<file path="src/rtl/tsc_pkg.sv">
// Shared types, codes and helpers for the tar stream header checker.
// No dependencies; every other file uses this package.
`timescale 1ns / 1ps

package tsc_pkg;

	localparam int unsigned SIZE_W = 36;
	localparam int unsigned OFF_W  = 9;
	localparam int unsigned SUM_W  = 17;
	localparam int unsigned CKS_W  = 24;

	// byte_kind codes
	localparam logic [2:0] BK_HEADER   = 3'd0;
	localparam logic [2:0] BK_FILE     = 3'd1;
	localparam logic [2:0] BK_LONGNAME = 3'd2;
	localparam logic [2:0] BK_DIR      = 3'd3;
	localparam logic [2:0] BK_OTHER    = 3'd4;
	localparam logic [2:0] BK_PADDING  = 3'd5;
	localparam logic [2:0] BK_IGNORED  = 3'd6;

	// status codes
	localparam logic [2:0] ST_OK        = 3'd0;
	localparam logic [2:0] ST_END       = 3'd1;
	localparam logic [2:0] ST_CKS_BAD   = 3'd2;
	localparam logic [2:0] ST_SIZE_BAD  = 3'd3;
	localparam logic [2:0] ST_TOO_LARGE = 3'd4;
	localparam logic [2:0] ST_TRUNC     = 3'd5;
	localparam logic [2:0] ST_TOO_SMALL = 3'd6;

	// entry_kind codes
	localparam logic [1:0] EK_REGULAR  = 2'd0;
	localparam logic [1:0] EK_DIR      = 2'd1;
	localparam logic [1:0] EK_LONGNAME = 2'd2;
	localparam logic [1:0] EK_OTHER    = 2'd3;

	// header layout
	localparam logic [OFF_W-1:0] OFF_SIZE_FIRST = 9'd124;
	localparam logic [OFF_W-1:0] OFF_SIZE_END   = 9'd136;
	localparam logic [OFF_W-1:0] OFF_CKS_FIRST  = 9'd148;
	localparam logic [OFF_W-1:0] OFF_CKS_END    = 9'd156;
	localparam logic [OFF_W-1:0] OFF_TYPE       = 9'd156;
	localparam logic [OFF_W-1:0] OFF_LAST       = 9'd511;

	localparam logic [7:0] CH_NUL   = 8'h00;
	localparam logic [7:0] CH_SPACE = 8'h20;
	localparam logic [7:0] CH_0     = 8'h30;
	localparam logic [7:0] CH_5     = 8'h35;
	localparam logic [7:0] CH_7     = 8'h37;
	localparam logic [7:0] CH_L     = 8'h4C;

	localparam logic [SUM_W-1:0]  CKS_SPACE_SUM = 17'd32;
	localparam logic [SIZE_W-1:0] MAX_RESET     = 36'h2_0000_0000;

	typedef struct packed {
		logic seen;
		logic stop;
		logic bad;
	} oct_flags_t;

	typedef struct packed {
		logic [SIZE_W-1:0] val;
		oct_flags_t        flags;
	} oct_state_t;

	typedef struct packed {
		logic [7:0]        byte_out;
		logic [2:0]        byte_kind;
		logic              header_done;
		logic [1:0]        entry_kind;
		logic [SIZE_W-1:0] member_size;
		logic [2:0]        status;
	} result_t;

	// One character of an octal field: skip leading NUL/space, stop at a
	// trailing one, flag anything outside '0'..'7'.
	function automatic oct_state_t oct_feed(input logic [7:0] c, input oct_state_t s);
		oct_state_t r;
		r = s;
		if (!(s.flags.stop || s.flags.bad)) begin
			if (c == CH_NUL || c == CH_SPACE) begin
				if (s.flags.seen) begin
					r.flags.stop = 1'b1;
				end
			end else if (c < CH_0 || c > CH_7) begin
				r.flags.bad = 1'b1;
			end else begin
				r.flags.seen = 1'b1;
				r.val = {s.val[SIZE_W-4:0], c[2:0]};
			end
		end
		return r;
	endfunction

endpackage

</file>
<file path="src/rtl/tsc_if.sv">
// Stream and configuration channel interfaces for the tar stream header checker.
// Depends on tsc_pkg.
`timescale 1ns / 1ps

interface tsc_in_if;
	logic       valid;
	logic       ready;
	logic [7:0] data_byte;
	logic       last_byte;

	modport source (output valid, output data_byte, output last_byte, input ready);
	modport sink (input valid, input data_byte, input last_byte, output ready);
endinterface

interface tsc_out_if;
	logic                       valid;
	logic                       ready;
	logic [7:0]                 byte_out;
	logic [2:0]                 byte_kind;
	logic                       header_done;
	logic [1:0]                 entry_kind;
	logic [tsc_pkg::SIZE_W-1:0] member_size;
	logic [2:0]                 status;

	modport source (output valid, output byte_out, output byte_kind, output header_done,
		output entry_kind, output member_size, output status, input ready);
	modport sink (input valid, input byte_out, input byte_kind, input header_done,
		input entry_kind, input member_size, input status, output ready);
endinterface

interface tsc_cfg_if;
	logic                       valid;
	logic                       ready;
	logic [tsc_pkg::SIZE_W-1:0] max_member_bytes;

	modport source (output valid, output max_member_bytes, input ready);
	modport sink (input valid, input max_member_bytes, output ready);
endinterface

</file>
<file path="src/rtl/tsc_core.sv">
// Per-byte parser: header block sum and field parse, payload/padding tracking.
// Depends on tsc_pkg and tsc_if; result goes to tsc_out_buf.
`timescale 1ns / 1ps

module tsc_core (
	input  logic             clk,
	input  logic             arst_n,
	tsc_in_if.sink           in_ch,
	tsc_cfg_if.sink          cfg,
	input  logic             buf_ready,
	output logic             push,
	output tsc_pkg::result_t res
);
	import tsc_pkg::*;

	typedef enum logic [1:0] {PH_HEADER, PH_PAYLOAD, PH_PADDING, PH_DONE} phase_t;

	phase_t            phase_q, phase_d;
	logic [OFF_W-1:0]  off_q, off_d;
	logic              az_q, az_d;
	logic [SUM_W-1:0]  sum_q, sum_d;
	logic [CKS_W-1:0]  cks_q, cks_d;
	oct_flags_t        cks_fl_q, cks_fl_d;
	logic [SIZE_W-1:0] size_q, size_d;
	oct_flags_t        size_fl_q, size_fl_d;
	logic [1:0]        kind_q, kind_d;
	logic [SIZE_W-1:0] pay_q, pay_d;
	logic [OFF_W-1:0]  pad_q, pad_d;
	logic              full_q, full_d;
	logic [2:0]        sticky_q, sticky_d;
	logic [SIZE_W-1:0] max_q;

	// header values seen by this byte (cleared at the first byte of a block)
	logic              az_b;
	logic [SUM_W-1:0]  sum_b;
	logic [CKS_W-1:0]  cks_b;
	oct_flags_t        cks_fl_b;
	logic [SIZE_W-1:0] size_b;
	oct_flags_t        size_fl_b;
	logic [1:0]        kind_b;
	oct_state_t        oct_cks, oct_size;
	logic              in_cks, in_size, last;
	logic [7:0]        b;

	assign in_ch.ready = buf_ready;
	assign cfg.ready   = 1'b1;
	assign push        = in_ch.valid & buf_ready;
	assign b           = in_ch.data_byte;
	assign last        = in_ch.last_byte;

	assign in_cks  = (off_q >= OFF_CKS_FIRST) && (off_q < OFF_CKS_END);
	assign in_size = (off_q >= OFF_SIZE_FIRST) && (off_q < OFF_SIZE_END);

	always_comb begin
		phase_d   = phase_q;
		off_d     = off_q;
		az_d      = az_q;
		sum_d     = sum_q;
		cks_d     = cks_q;
		cks_fl_d  = cks_fl_q;
		size_d    = size_q;
		size_fl_d = size_fl_q;
		kind_d    = kind_q;
		pay_d     = pay_q;
		pad_d     = pad_q;
		full_d    = full_q;
		sticky_d  = sticky_q;

		res.byte_out    = b;
		res.byte_kind   = BK_IGNORED;
		res.header_done = 1'b0;
		res.entry_kind  = EK_REGULAR;
		res.member_size = '0;
		res.status      = ST_OK;

		if (off_q == '0) begin
			az_b      = 1'b1;
			sum_b     = '0;
			cks_b     = '0;
			cks_fl_b  = '0;
			size_b    = '0;
			size_fl_b = '0;
			kind_b    = EK_REGULAR;
		end else begin
			az_b      = az_q;
			sum_b     = sum_q;
			cks_b     = cks_q;
			cks_fl_b  = cks_fl_q;
			size_b    = size_q;
			size_fl_b = size_fl_q;
			kind_b    = kind_q;
		end
		oct_cks  = oct_feed(b, {{(SIZE_W-CKS_W){1'b0}}, cks_b, cks_fl_b});
		oct_size = oct_feed(b, {size_b, size_fl_b});

		case (phase_q)
			PH_HEADER: begin
				res.byte_kind = BK_HEADER;
				az_d  = az_b & (b == CH_NUL);
				sum_d = sum_b + (in_cks ? CKS_SPACE_SUM : {{(SUM_W-8){1'b0}}, b});
				if (in_cks) begin
					cks_d    = oct_cks.val[CKS_W-1:0];
					cks_fl_d = oct_cks.flags;
				end else begin
					cks_d    = cks_b;
					cks_fl_d = cks_fl_b;
				end
				if (in_size) begin
					size_d    = oct_size.val;
					size_fl_d = oct_size.flags;
				end else begin
					size_d    = size_b;
					size_fl_d = size_fl_b;
				end
				kind_d = kind_b;
				if (off_q == OFF_TYPE) begin
					if (b == CH_L) begin
						kind_d = EK_LONGNAME;
					end else if (b == CH_5) begin
						kind_d = EK_DIR;
					end else if (b == CH_0 || b == CH_NUL) begin
						kind_d = EK_REGULAR;
					end else begin
						kind_d = EK_OTHER;
					end
				end
				if (off_q == OFF_LAST) begin
					full_d = 1'b1;
					off_d  = '0;
					if (az_d) begin
						res.status = ST_END;
					end else if (cks_fl_d.bad ||
						({{(CKS_W-SUM_W){1'b0}}, sum_d} != cks_d)) begin
						res.status = ST_CKS_BAD;
					end else if (size_fl_d.bad) begin
						res.status = ST_SIZE_BAD;
					end else if (size_d > max_q) begin
						res.status = ST_TOO_LARGE;
					end else begin
						res.header_done = 1'b1;
						res.entry_kind  = kind_d;
						res.member_size = size_d;
						pay_d   = size_d;
						pad_d   = -size_d[OFF_W-1:0];
						phase_d = (size_d != '0) ? PH_PAYLOAD : PH_HEADER;
						if (last && size_d != '0) begin
							res.status = ST_TRUNC;
						end
					end
					if (res.status != ST_OK || last) begin
						phase_d  = PH_DONE;
						sticky_d = res.status;
					end
				end else begin
					off_d = off_q + 1'b1;
					if (last) begin
						res.status = full_q ? ST_OK : ST_TOO_SMALL;
						phase_d    = PH_DONE;
						sticky_d   = res.status;
					end
				end
			end
			PH_PAYLOAD: begin
				case (kind_q)
					EK_REGULAR:  res.byte_kind = BK_FILE;
					EK_DIR:      res.byte_kind = BK_DIR;
					EK_LONGNAME: res.byte_kind = BK_LONGNAME;
					default:     res.byte_kind = BK_OTHER;
				endcase
				pay_d = pay_q - 1'b1;
				if (pay_q == {{(SIZE_W-1){1'b0}}, 1'b1}) begin
					phase_d = (pad_q != '0) ? PH_PADDING : PH_HEADER;
				end
				if (last) begin
					res.status = (phase_d != PH_HEADER) ? ST_TRUNC : ST_OK;
					phase_d    = PH_DONE;
					sticky_d   = res.status;
				end
			end
			PH_PADDING: begin
				res.byte_kind = BK_PADDING;
				pad_d = pad_q - 1'b1;
				if (pad_q == {{(OFF_W-1){1'b0}}, 1'b1}) begin
					phase_d = PH_HEADER;
				end
				if (last) begin
					res.status = (phase_d != PH_HEADER) ? ST_TRUNC : ST_OK;
					phase_d    = PH_DONE;
					sticky_d   = res.status;
				end
			end
			default: begin
				res.status = sticky_q;
			end
		endcase
	end

	always_ff @(posedge clk or negedge arst_n) begin
		if (!arst_n) begin
			phase_q   <= PH_HEADER;
			off_q     <= '0;
			az_q      <= 1'b1;
			sum_q     <= '0;
			cks_q     <= '0;
			cks_fl_q  <= '0;
			size_q    <= '0;
			size_fl_q <= '0;
			kind_q    <= EK_REGULAR;
			pay_q     <= '0;
			pad_q     <= '0;
			full_q    <= 1'b0;
			sticky_q  <= ST_OK;
			max_q     <= MAX_RESET;
		end else begin
			if (cfg.valid) begin
				max_q <= cfg.max_member_bytes;
			end
			if (push) begin
				phase_q   <= phase_d;
				off_q     <= off_d;
				az_q      <= az_d;
				sum_q     <= sum_d;
				cks_q     <= cks_d;
				cks_fl_q  <= cks_fl_d;
				size_q    <= size_d;
				size_fl_q <= size_fl_d;
				kind_q    <= kind_d;
				pay_q     <= pay_d;
				pad_q     <= pad_d;
				full_q    <= full_d;
				sticky_q  <= sticky_d;
			end
		end
	end

`ifndef NO_ASSERTIONS
	// block offset only advances inside header blocks
	a_off_zero_body: assert property (@(posedge clk) disable iff (!arst_n)
		(phase_q == PH_PAYLOAD || phase_q == PH_PADDING) |-> off_q == '0)
		else $error("block offset nonzero outside header");
	a_pay_left: assert property (@(posedge clk) disable iff (!arst_n)
		(phase_q == PH_PAYLOAD) |-> pay_q != '0)
		else $error("payload phase with nothing left");
	a_pad_left: assert property (@(posedge clk) disable iff (!arst_n)
		(phase_q == PH_PADDING) |-> pad_q != '0)
		else $error("padding phase with nothing left");
	a_done_sticky: assert property (@(posedge clk) disable iff (!arst_n)
		(phase_q == PH_DONE) |=> (phase_q == PH_DONE && $stable(sticky_q)))
		else $error("left done phase");
`endif

endmodule

</file>
<file path="src/rtl/tsc_out_buf.sv">
// Two-entry output buffer (result register plus skid) for the result stream.
// Depends on tsc_pkg and tsc_if.
`timescale 1ns / 1ps

module tsc_out_buf (
	input  logic             clk,
	input  logic             arst_n,
	input  logic             push,
	input  tsc_pkg::result_t res,
	output logic             buf_ready,
	tsc_out_if.source        out_ch
);
	import tsc_pkg::*;

	result_t main_q, skid_q;
	logic    main_vld_q, skid_vld_q;

	assign buf_ready = !skid_vld_q;

	always_ff @(posedge clk or negedge arst_n) begin
		if (!arst_n) begin
			main_vld_q <= 1'b0;
			skid_vld_q <= 1'b0;
		end else if (out_ch.ready || !main_vld_q) begin
			if (skid_vld_q) begin
				main_vld_q <= 1'b1;
				skid_vld_q <= 1'b0;
			end else begin
				main_vld_q <= push;
			end
		end else if (push) begin
			skid_vld_q <= 1'b1;
		end
	end

	always_ff @(posedge clk) begin
		if (out_ch.ready || !main_vld_q) begin
			main_q <= skid_vld_q ? skid_q : res;
		end else if (push) begin
			skid_q <= res;
		end
	end

	assign out_ch.valid       = main_vld_q;
	assign out_ch.byte_out    = main_q.byte_out;
	assign out_ch.byte_kind   = main_q.byte_kind;
	assign out_ch.header_done = main_q.header_done;
	assign out_ch.entry_kind  = main_q.entry_kind;
	assign out_ch.member_size = main_q.member_size;
	assign out_ch.status      = main_q.status;

`ifndef NO_ASSERTIONS
	a_skid_needs_main: assert property (@(posedge clk) disable iff (!arst_n)
		skid_vld_q |-> main_vld_q)
		else $error("skid entry without result entry");
	a_no_push_full: assert property (@(posedge clk) disable iff (!arst_n)
		skid_vld_q |-> !push)
		else $error("transfer into full buffer");
	a_skid_drains: assert property (@(posedge clk) disable iff (!arst_n)
		(skid_vld_q && out_ch.ready) |=> (main_vld_q && !skid_vld_q))
		else $error("skid entry not moved up");
`endif

endmodule

</file>
<file path="src/rtl/tar_stream_header_checker_top.sv">
// Checks an uncompressed tar stream one byte per transfer. Each input byte
// yields exactly one result transfer: the byte, its kind (header, payload by
// entry type, padding, ignored), header_done with entry kind and size on the
// last byte of an accepted header, and a status. Throughput is one byte per
// clock while the skid entry is free: all per-byte work (running header sum,
// octal field parse, payload and padding counters) is combinational logic into
// the parser's state registers. Results leave through a two-entry output
// register, so the input keeps flowing while one result waits. Errors, the
// end marker and the end of stream are sticky until reset. max_member_bytes
// may be written on cfg at any time the stream is idle; cfg is always ready.
// Depends on tsc_pkg, tsc_if, tsc_core and tsc_out_buf.
`timescale 1ns / 1ps

module tar_stream_header_checker_top (
	input  logic      clk,
	input  logic      arst_n,
	tsc_in_if.sink    in_ch,
	tsc_out_if.source out_ch,
	tsc_cfg_if.sink   cfg
);
	import tsc_pkg::*;

	result_t res;
	logic    push;
	logic    buf_ready;

	tsc_core u_core (
		.clk       (clk),
		.arst_n    (arst_n),
		.in_ch     (in_ch),
		.cfg       (cfg),
		.buf_ready (buf_ready),
		.push      (push),
		.res       (res)
	);

	tsc_out_buf u_out_buf (
		.clk       (clk),
		.arst_n    (arst_n),
		.push      (push),
		.res       (res),
		.buf_ready (buf_ready),
		.out_ch    (out_ch)
	);

endmodule

</file>
<file path="src/flat_wrapper.sv">
// flat-port wrapper written by rule: the top's interface ports become plain ports
module tar_stream_header_checker_top_flat import tsc_pkg::*;
  (clk, arst_n, in_ch_valid, in_ch_data_byte, in_ch_last_byte, in_ch_ready, out_ch_valid, out_ch_byte_out, out_ch_byte_kind, out_ch_header_done, out_ch_entry_kind, out_ch_member_size, out_ch_status, out_ch_ready, cfg_valid, cfg_max_member_bytes, cfg_ready);
  tsc_in_if in_ch_i ();
  tsc_out_if out_ch_i ();
  tsc_cfg_if cfg_i ();
  input  logic clk;
  input  logic arst_n;
  input wire logic [$bits(in_ch_i.valid)-1:0] in_ch_valid;
  input wire logic [$bits(in_ch_i.data_byte)-1:0] in_ch_data_byte;
  input wire logic [$bits(in_ch_i.last_byte)-1:0] in_ch_last_byte;
  output wire logic [$bits(in_ch_i.ready)-1:0] in_ch_ready;
  output wire logic [$bits(out_ch_i.valid)-1:0] out_ch_valid;
  output wire logic [$bits(out_ch_i.byte_out)-1:0] out_ch_byte_out;
  output wire logic [$bits(out_ch_i.byte_kind)-1:0] out_ch_byte_kind;
  output wire logic [$bits(out_ch_i.header_done)-1:0] out_ch_header_done;
  output wire logic [$bits(out_ch_i.entry_kind)-1:0] out_ch_entry_kind;
  output wire logic [$bits(out_ch_i.member_size)-1:0] out_ch_member_size;
  output wire logic [$bits(out_ch_i.status)-1:0] out_ch_status;
  input wire logic [$bits(out_ch_i.ready)-1:0] out_ch_ready;
  input wire logic [$bits(cfg_i.valid)-1:0] cfg_valid;
  input wire logic [$bits(cfg_i.max_member_bytes)-1:0] cfg_max_member_bytes;
  output wire logic [$bits(cfg_i.ready)-1:0] cfg_ready;
  assign in_ch_i.valid = in_ch_valid;
  assign in_ch_i.data_byte = in_ch_data_byte;
  assign in_ch_i.last_byte = in_ch_last_byte;
  assign in_ch_ready = in_ch_i.ready;
  assign out_ch_valid = out_ch_i.valid;
  assign out_ch_byte_out = out_ch_i.byte_out;
  assign out_ch_byte_kind = out_ch_i.byte_kind;
  assign out_ch_header_done = out_ch_i.header_done;
  assign out_ch_entry_kind = out_ch_i.entry_kind;
  assign out_ch_member_size = out_ch_i.member_size;
  assign out_ch_status = out_ch_i.status;
  assign out_ch_i.ready = out_ch_ready;
  assign cfg_i.valid = cfg_valid;
  assign cfg_i.max_member_bytes = cfg_max_member_bytes;
  assign cfg_ready = cfg_i.ready;
  tar_stream_header_checker_top u_core (.clk(clk), .arst_n(arst_n), .in_ch(in_ch_i), .out_ch(out_ch_i), .cfg(cfg_i));
endmodule
</file>
<file path="config.mk">
export PLATFORM = sky130hd
export DESIGN_NAME = tar_stream_header_checker_top_flat
export DESIGN_NICKNAME = d
export VERILOG_FILES = /design/src/rtl/tsc_pkg.sv /design/src/rtl/tsc_if.sv /design/src/rtl/tsc_core.sv /design/src/rtl/tsc_out_buf.sv /design/src/rtl/tar_stream_header_checker_top.sv /design/src/flat_wrapper.sv
export SDC_FILE = /design/constraint.sdc
export NUM_CORES = 1
export LEC_CHECK = 0
export BUFFER_PORTS_ARGS = -buffer_cell sky130_fd_sc_hd__buf_2
export CAP_MARGIN = 20
export CORE_MARGIN = 2
export CORE_UTILIZATION = 35
export DETAILED_ROUTE_END_ITERATION = 10
export PLACE_DENSITY_LB_ADDON = 0.05
export SLEW_MARGIN = 0
export SYNTH_ARGS = -nofsm -noshare
export SYNTH_HDL_FRONTEND = slang
export SYNTH_HIERARCHICAL = 1
export SYNTH_SLANG_ARGS = --single-unit
</file>
<file path="constraint.sdc">
create_clock -name clk -period 5.65 [get_ports clk]
set_clock_uncertainty 0.1 [all_clocks]
set_input_delay 0.2825 -clock clk [delete_from_list [all_inputs] [get_ports clk]]
set_output_delay 0.2825 -clock clk [all_outputs]
set_load 0.01 [all_outputs]
</file>
* Word level (Yosys, flattened, before mapping) *
Index checks and enable logic that the tools add are counted.
W data, S select, Z words.

cells by class
  add/sub/neg operators = 5
  multiply operators = 0
  divide/modulo/power cells = 0
  magnitude comparators = 7
  eq/ne operators = 26
  shift operators = 0
  multiplexer cells = 96
  bitwise gates (word level) = 3
  reduce and logical (&&, ||, !) cells = 33

operators with widths
  operator                 number
  $mux W36                 8
  $mux W39                 7
  $mux W3                  25
  $mux W37                 2
  $mux W24                 3
  $pmux W36 S2             1
  $mux W9                  6
  $mux W53                 1
  $mux W25                 2
  $mux W2                  19
  $eq A36 B1 Y1 const B    1
  $gt A36 B36 Y1           1
  $pmux W3 S3              4
  $reduce_bool A36 Y1      1
  $sub A36 B1 Y36 const B  1
  $mux W27                 1
  $eq A8 B6 Y1 const B     3
  $ne A17 B24 Y1           1
  $reduce_and A7 Y1        3
  $lt A9 B8 Y1 const B     2
  $pmux W9 S2              1
  $add A17 B8 Y17          1
  $mux W17                 1
  $ne A4 B4 Y1 const B     4
  other kinds (32)         71

word-level totals
  bits in registers = 290
  bits in latches = 0
  memory bits (writable) = 0
  bits in read-only memories = 0
  input bits = 50
  word-level logic and storage cells = 202
  memories = 0

* Logic depth before layout (Yosys ltp) *
  depth after elaboration = 21
  mapped depth = 25
  mapped depth without buffers = 20

* Cells and area by module *
The synthesis kept the hierarchy.

modules (own cells, without submodules)
  module       instances  cells an instance  area an instance (µm²)
  tsc_core     1          1519               12508.2
  tsc_out_buf  1          174                4150.2

* Worst setup path before layout *
No wires, ideal clock.

  path type = reg2reg
  start = reg u_core.u_core.off_q[0]
  end = reg u_core.u_out_buf.main_q (netlist bit u_core/u_out_buf/out_ch.member_size[35]) (data pin)
  library setup time = 0.129 ns
  arrival time = 5.255 ns
  data required time = 5.421 ns
  path slack = 0.166 ns
  stages on the path, launching flop included = 26
  buffers on the path = 6
  path through = dfrtp_1 > inv_1 > ha_1 > or4b_4 > o21ai_0 > and3_1 > buf_2 > buf_2 > buf_2 > mux2_2 > nand2_1 > inv_1 > ha_1 > a21o_1 > a221o_1 > a211oi_1 > o2111ai_1 > o211ai_1 > and3_1 > and2_1 > nand4_2 > buf_6 > buf_2 > buf_1 > nor3_1 > mux2_4

RTL lines
  what                    line               source
  start, declared         tsc_core.sv:19     logic [OFF_W-1:0] off_q, off_d;
  start signal, assigned  tsc_core.sv:201    off_q <= '0;
  start signal, assigned  tsc_core.sv:220    off_q <= off_d;
  end signal, assigned    tsc_out_buf.sv:38  main_q <= skid_vld_q ? skid_q : res;
  end, declared           tsc_out_buf.sv:15  result_t main_q, skid_q;

* Worst setup path in the final report *
  start = reg u_core.u_core.off_q[1]
  end = reg u_core.u_core.pay_q[16]

between the ends
  word-level cells in the longest chain between the ends = 13

ends and longest elaborated chain
  what                                                                      line             source
  parallel branches: the longest is 13 deep, another holds $add A17 B8 Y17  --
  end signal, assigned                                                      tsc_core.sv:228  pay_q <= pay_d;
  end, declared                                                             tsc_core.sv:27   logic [SIZE_W-1:0] pay_q, pay_d;

Parallel ways; which one is timed is not known. The select of a mux whose other input is x is not followed.
A chain may end at the register's enable or synchronous reset.

==> results <==
- In this run the tightest slew margin relative to its limit is 0.332.
- The capturing element of the worst setup path is u_core/u_core/pay_q[16].
- The path class of the lowest-slack min-delay path is in2reg.
- The portion of the post-synthesis area used by sequential elements is 0.468.
- The number of clock buffers added by TritonCTS is 37.
- The sink count of the clock tree is 290.
- The die is 222 um wide.
- The final estimated routing congestion in global placement is 0.881.
- The number of nets at the end of the flow is 1,972.
- The maximum frequency from static timing analysis is 0.184 GHz.
- The initial cell density of the core is 0.356.
- The final cycle utilization of the critical path is 0.960.
- Port buffering added 104 buffers.
- The static leakage power is 8.47 nW.
- The most instantiated flip-flop cell in the synthesis netlist is dfrtp_1.
- The y dimension of the die is 222 um.
- The largest fanout on the critical path is 25.
- The number of distinct library cell variants in the gate-level netlist after synthesis is 89.
- The number of max-cap violations is 0.
- The accumulated negative setup slack is 0 ns.
- The power density over cell area is 397 nW/um^2.
- The detailed placer's ending HPWL is 37.7 mm.
- Compared with the post-synthesis result, the final layout area differs by 18.9%.
- The DRC marker count from the first detailed-route iteration is 1,230.
- The number of hold-slack violations in the final timing report is 0.
- The layout cell share with drive strength beyond 1 is 0.187.
- Counting along the longest clock path gives a buffer depth of 3.
- The total of fill cells in the finished design is 4,568.
- STA puts the critical path data required time at 6.03 ns.
- The routed wire length is 53.8 mm.
- The worst setup slack after placement is -0.366 ns.
- The start point of the critical path is u_core/u_core/off_q[1].
- The total number of vias is 13,641.
- The number of max-slew violations in the final report is 0.
- The fraction of post-synthesis cell area in the top cell type by area is 0.273.
- In this run the number of H-tree levels came out at 2.
- The maximum number of pins on one net before global-route repair is 90.
- After detailed routing, the average wire length per cell comes to 21.5 um.
- In this run the critical register-to-register path is launched from u_core/u_core/off_q[1].
- Setup repair after global routing left no endpoint under its margin.
- The flow ran to the end, and the final reports show no timing, DRC or antenna violations.
- Summed over all instances, the cell type with the most area after synthesis is dfrtp_1.
- In the post-route analysis, the smallest setup slack over all paths is 0.228 ns.
- In this run the critical register-to-register path is captured at u_core/u_core/pay_q[16].
- The final critical delay including setup and external delays is 5.42 ns.
- The number of storage elements in the synthesis netlist is 290.
- Counting every net in the synthesized netlist gives 1,803.
- The final hold slack is 0.0204 ns.
- The remaining routing DRC violations is 0.
- For this run, the share of the core covered by cells in the final layout is 0.424.
- In this run the remaining antenna-violating nets after routing total 0.
- Clock-pin slew was measured on the worst setup and hold paths at 0.06 ns.
- The commonest non-fill, non-tap cell in the layout is nand2_1.
- The worst-case IR drop observed on VDD is 209 uV.
- The first global-routing pass estimated 82.7 mm of wire.
- The post-synthesis instance area is 16,700 sq um.
- The flop-to-flop setup slack is 0.23 ns.
- The number of warnings printed during yosys synthesis is 6.
- The footprint of the flip-flops and latches is 7790 sq um.
- The aggregate global-route resource usage is 0.217.
- Of all flip-flops after synthesis, the portion carrying an async set or reset was 0.634.
- For the pin with the worst max-slew slack, the measured transition is 1.00 ns.
- The clock tree root buffer cell is clkbuf_16.
- STA classifies the critical path endpoint as a register.
- The gate count of the mapped netlist is 1,693.
- The top cell types in the final layout, fill and taps aside, are nand2_1 (247), dfrtp_1 (181), o21ai_0 (128).
- The die covers 49,400 sq um.
- The number of vias per cell is 5.46.
- The global-route congestion overflow total is 0.
- The number of setup violations in the final report is 0.
- The later-pin clock latency in the skew report is 0.55 ns.
- The length of the first detailed-routing pass in iterations is 5.
- In the final layout, the multi-input gates occupy 8030 sq um.
- The startpoint type of the worst setup path is a register.
- The worst register-to-register path has a depth of 20.
- 106 I/O pins were placed.
- Data on the critical path arrives at its endpoint at 5.80 ns.
- TritonCTS built the clock tree.
- Yosys mapped a number of flops with a built-in enable equal to 106.
- The via count of the first global-routing pass is 13,175.
- The kind of critical path is reg2reg.
- The initial antenna violation count came to 0.
- The floorplan has 79 rows.
- The average cell area after synthesis is 9.84 sq um.
- By area the synthesized netlist is led by dfrtp_1 (27%), edfxtp_1 (19%), nand2_1 (5.6%), ha_1 (4.4%), mux2_4 (4.3%).
- The core box area is 46,800 sq um.
[cells by family (layout without fill, tap and decap cells)]
group / count (synthesis) / in the layout / synth area share
AO/OA/AOI/OAI: 405 / 405 / 0.163
XOR/XNOR: 30 / 30 / 0.0162
adder cells (fa/ha/maj): 60 / 60 / 0.0455
buffers and inverters: 202 / 397 / 0.0572
flip-flops: 290 / 290 / 0.468
multiplexers: 104 / 104 / 0.0777
other: 1 / 3 / 0.000225
AND/OR/NAND/NOR: 601 / 601 / 0.172
[synth_stat cells, types with 9 or more instances]
cell type,n
clkbuf_1,58
a221oi_1,27
buf_2,12
nand3_1,43
nor4_1,21
a21oi_1,65
nor2_1,111
nand4_1,24
o22ai_1,17
ha_1,59
dfrtp_1,182
inv_1,94
and3_1,12
a22o_1,31
a211oi_1,11
buf_4,16
mux2_2,10
and2_1,23
edfxtp_1,106
nand2_1,249
nor3_1,55
xor2_1,14
nand2b_1,11
a2bb2oi_1,12
mux2i_1,45
buf_1,9
mux2_4,48
a31oi_1,13
o21ai_0,130
nor2b_1,12
xnor2_1,15
a21o_1,10
[worst max-delay path, cell delays in order (launching register included)]
cell       delay (ns)
dfrtp_1          0.40
inv_1            0.08
ha_1             0.15
or4b_4           0.49
o21ai_1          0.20
and3_4           0.29
buf_12           0.19
mux2i_1          0.25
nor2_1           0.14
ha_1             0.36
nand4_1          0.12
nor3_2           0.25
nand4_1          0.16
or4_1            0.54
o211ai_1         0.18
and3_1           0.22
and2_1           0.17
nand4_4          0.15
buf_4            0.29
a221oi_1         0.39
a2bb2oi_1        0.18
[flip-flops by register name, summed over array words and instances, names as in the netlist, 3 cells and up]
register and count:
u_core/u_core/off_q 9, u_core/u_core/pad_q 9, u_core/u_core/sticky_q 3, u_core/u_out_buf/out_ch.byte_out 8, u_core/u_core/cks_q 24, u_core/u_core/size_q 36
u_core/u_out_buf/out_ch.status 3, u_core/u_core/size_fl_q 3, u_core/u_out_buf/out_ch.member_size 36, u_core/u_core/pay_q 36, u_core/u_out_buf/skid_q 53, u_core/u_core/max_q 36
u_core/u_core/cks_fl_q 3, u_core/u_out_buf/out_ch.byte_kind 3, u_core/u_core/sum_q 17
[worst min path at each step]
| stage | slack, ns | endpoint | cells past startpoint | start |
|---|---|---|---|---|
| 5_1_grt | 0.006 | u_core/u_out_buf/skid_q[45] | 1 | in_ch_data_byte[0] |
| 3_5_place_dp | 0.30 | u_core/u_core/max_q[10] | 1 | arst_n |
| 4_1_cts | 0.003 | u_core/u_out_buf/skid_q[47] | 1 | in_ch_data_byte[2] |
| 2_1_floorplan | -0.11 | u_core/u_core/cks_fl_q[0] | 0 | arst_n |
| 6_report | 0.02 | u_core/u_out_buf/skid_q[45] | 1 | in_ch_data_byte[0] |
| 3_3_place_gp | 0.30 | u_core/u_core/max_q[10] | 1 | arst_n |
[report_power, final]
part	switching, mW	leakage, nW	internal [mW]	total [mW]
clock	0.955	0.569	1.34	2.29
sequential	0.257	3.50	2.52	2.78
combinational	1.80	4.40	0.983	2.78
[layout make-up]
class | instances | share of cell area
Tap cell | 607 | 0.0383
Timing Repair Buffer | 235 | 0.0857
Inverter | 97 | 0.0184
Clock inverter | 12 | 0.00335
Clock buffer | 53 | 0.0550
Multi-Input combinational cell | 1201 | 0.406
Antenna cell | 2 | 0.000253
Sequential cell | 290 | 0.394
[per-stage QoR]
stage	total power, mW	instance area, sq um	std cells
global route	8.31	19800	2495
finish	7.86	19800	2497
global placement	5.52	18100	2380
CTS	7.89	19700	2489
detailed placement	5.53	18100	2382
floorplan	4.60	16700	1693
[layer usage]
metal	vias to the layer above	track usage	wire length, um	part of all wire
met5	-	0	0	0
met4	0	0.0530	914	0.017
met3	55	0.0427	3330	0.062
met2	393	0.301	21900	0.41
met1	6733	0.340	27600	0.51
li1	6460	-	-	-
[what timing repair did]
action	CTS	global route
endpoints found under the hold margin	119	2
pin swaps	1	1
buffers inserted	0	4
setup endpoints to repair	125	81
gates resized for setup	7	10
hold buffers	42	1
No activity file was read; power rests on OpenSTA's default activity.
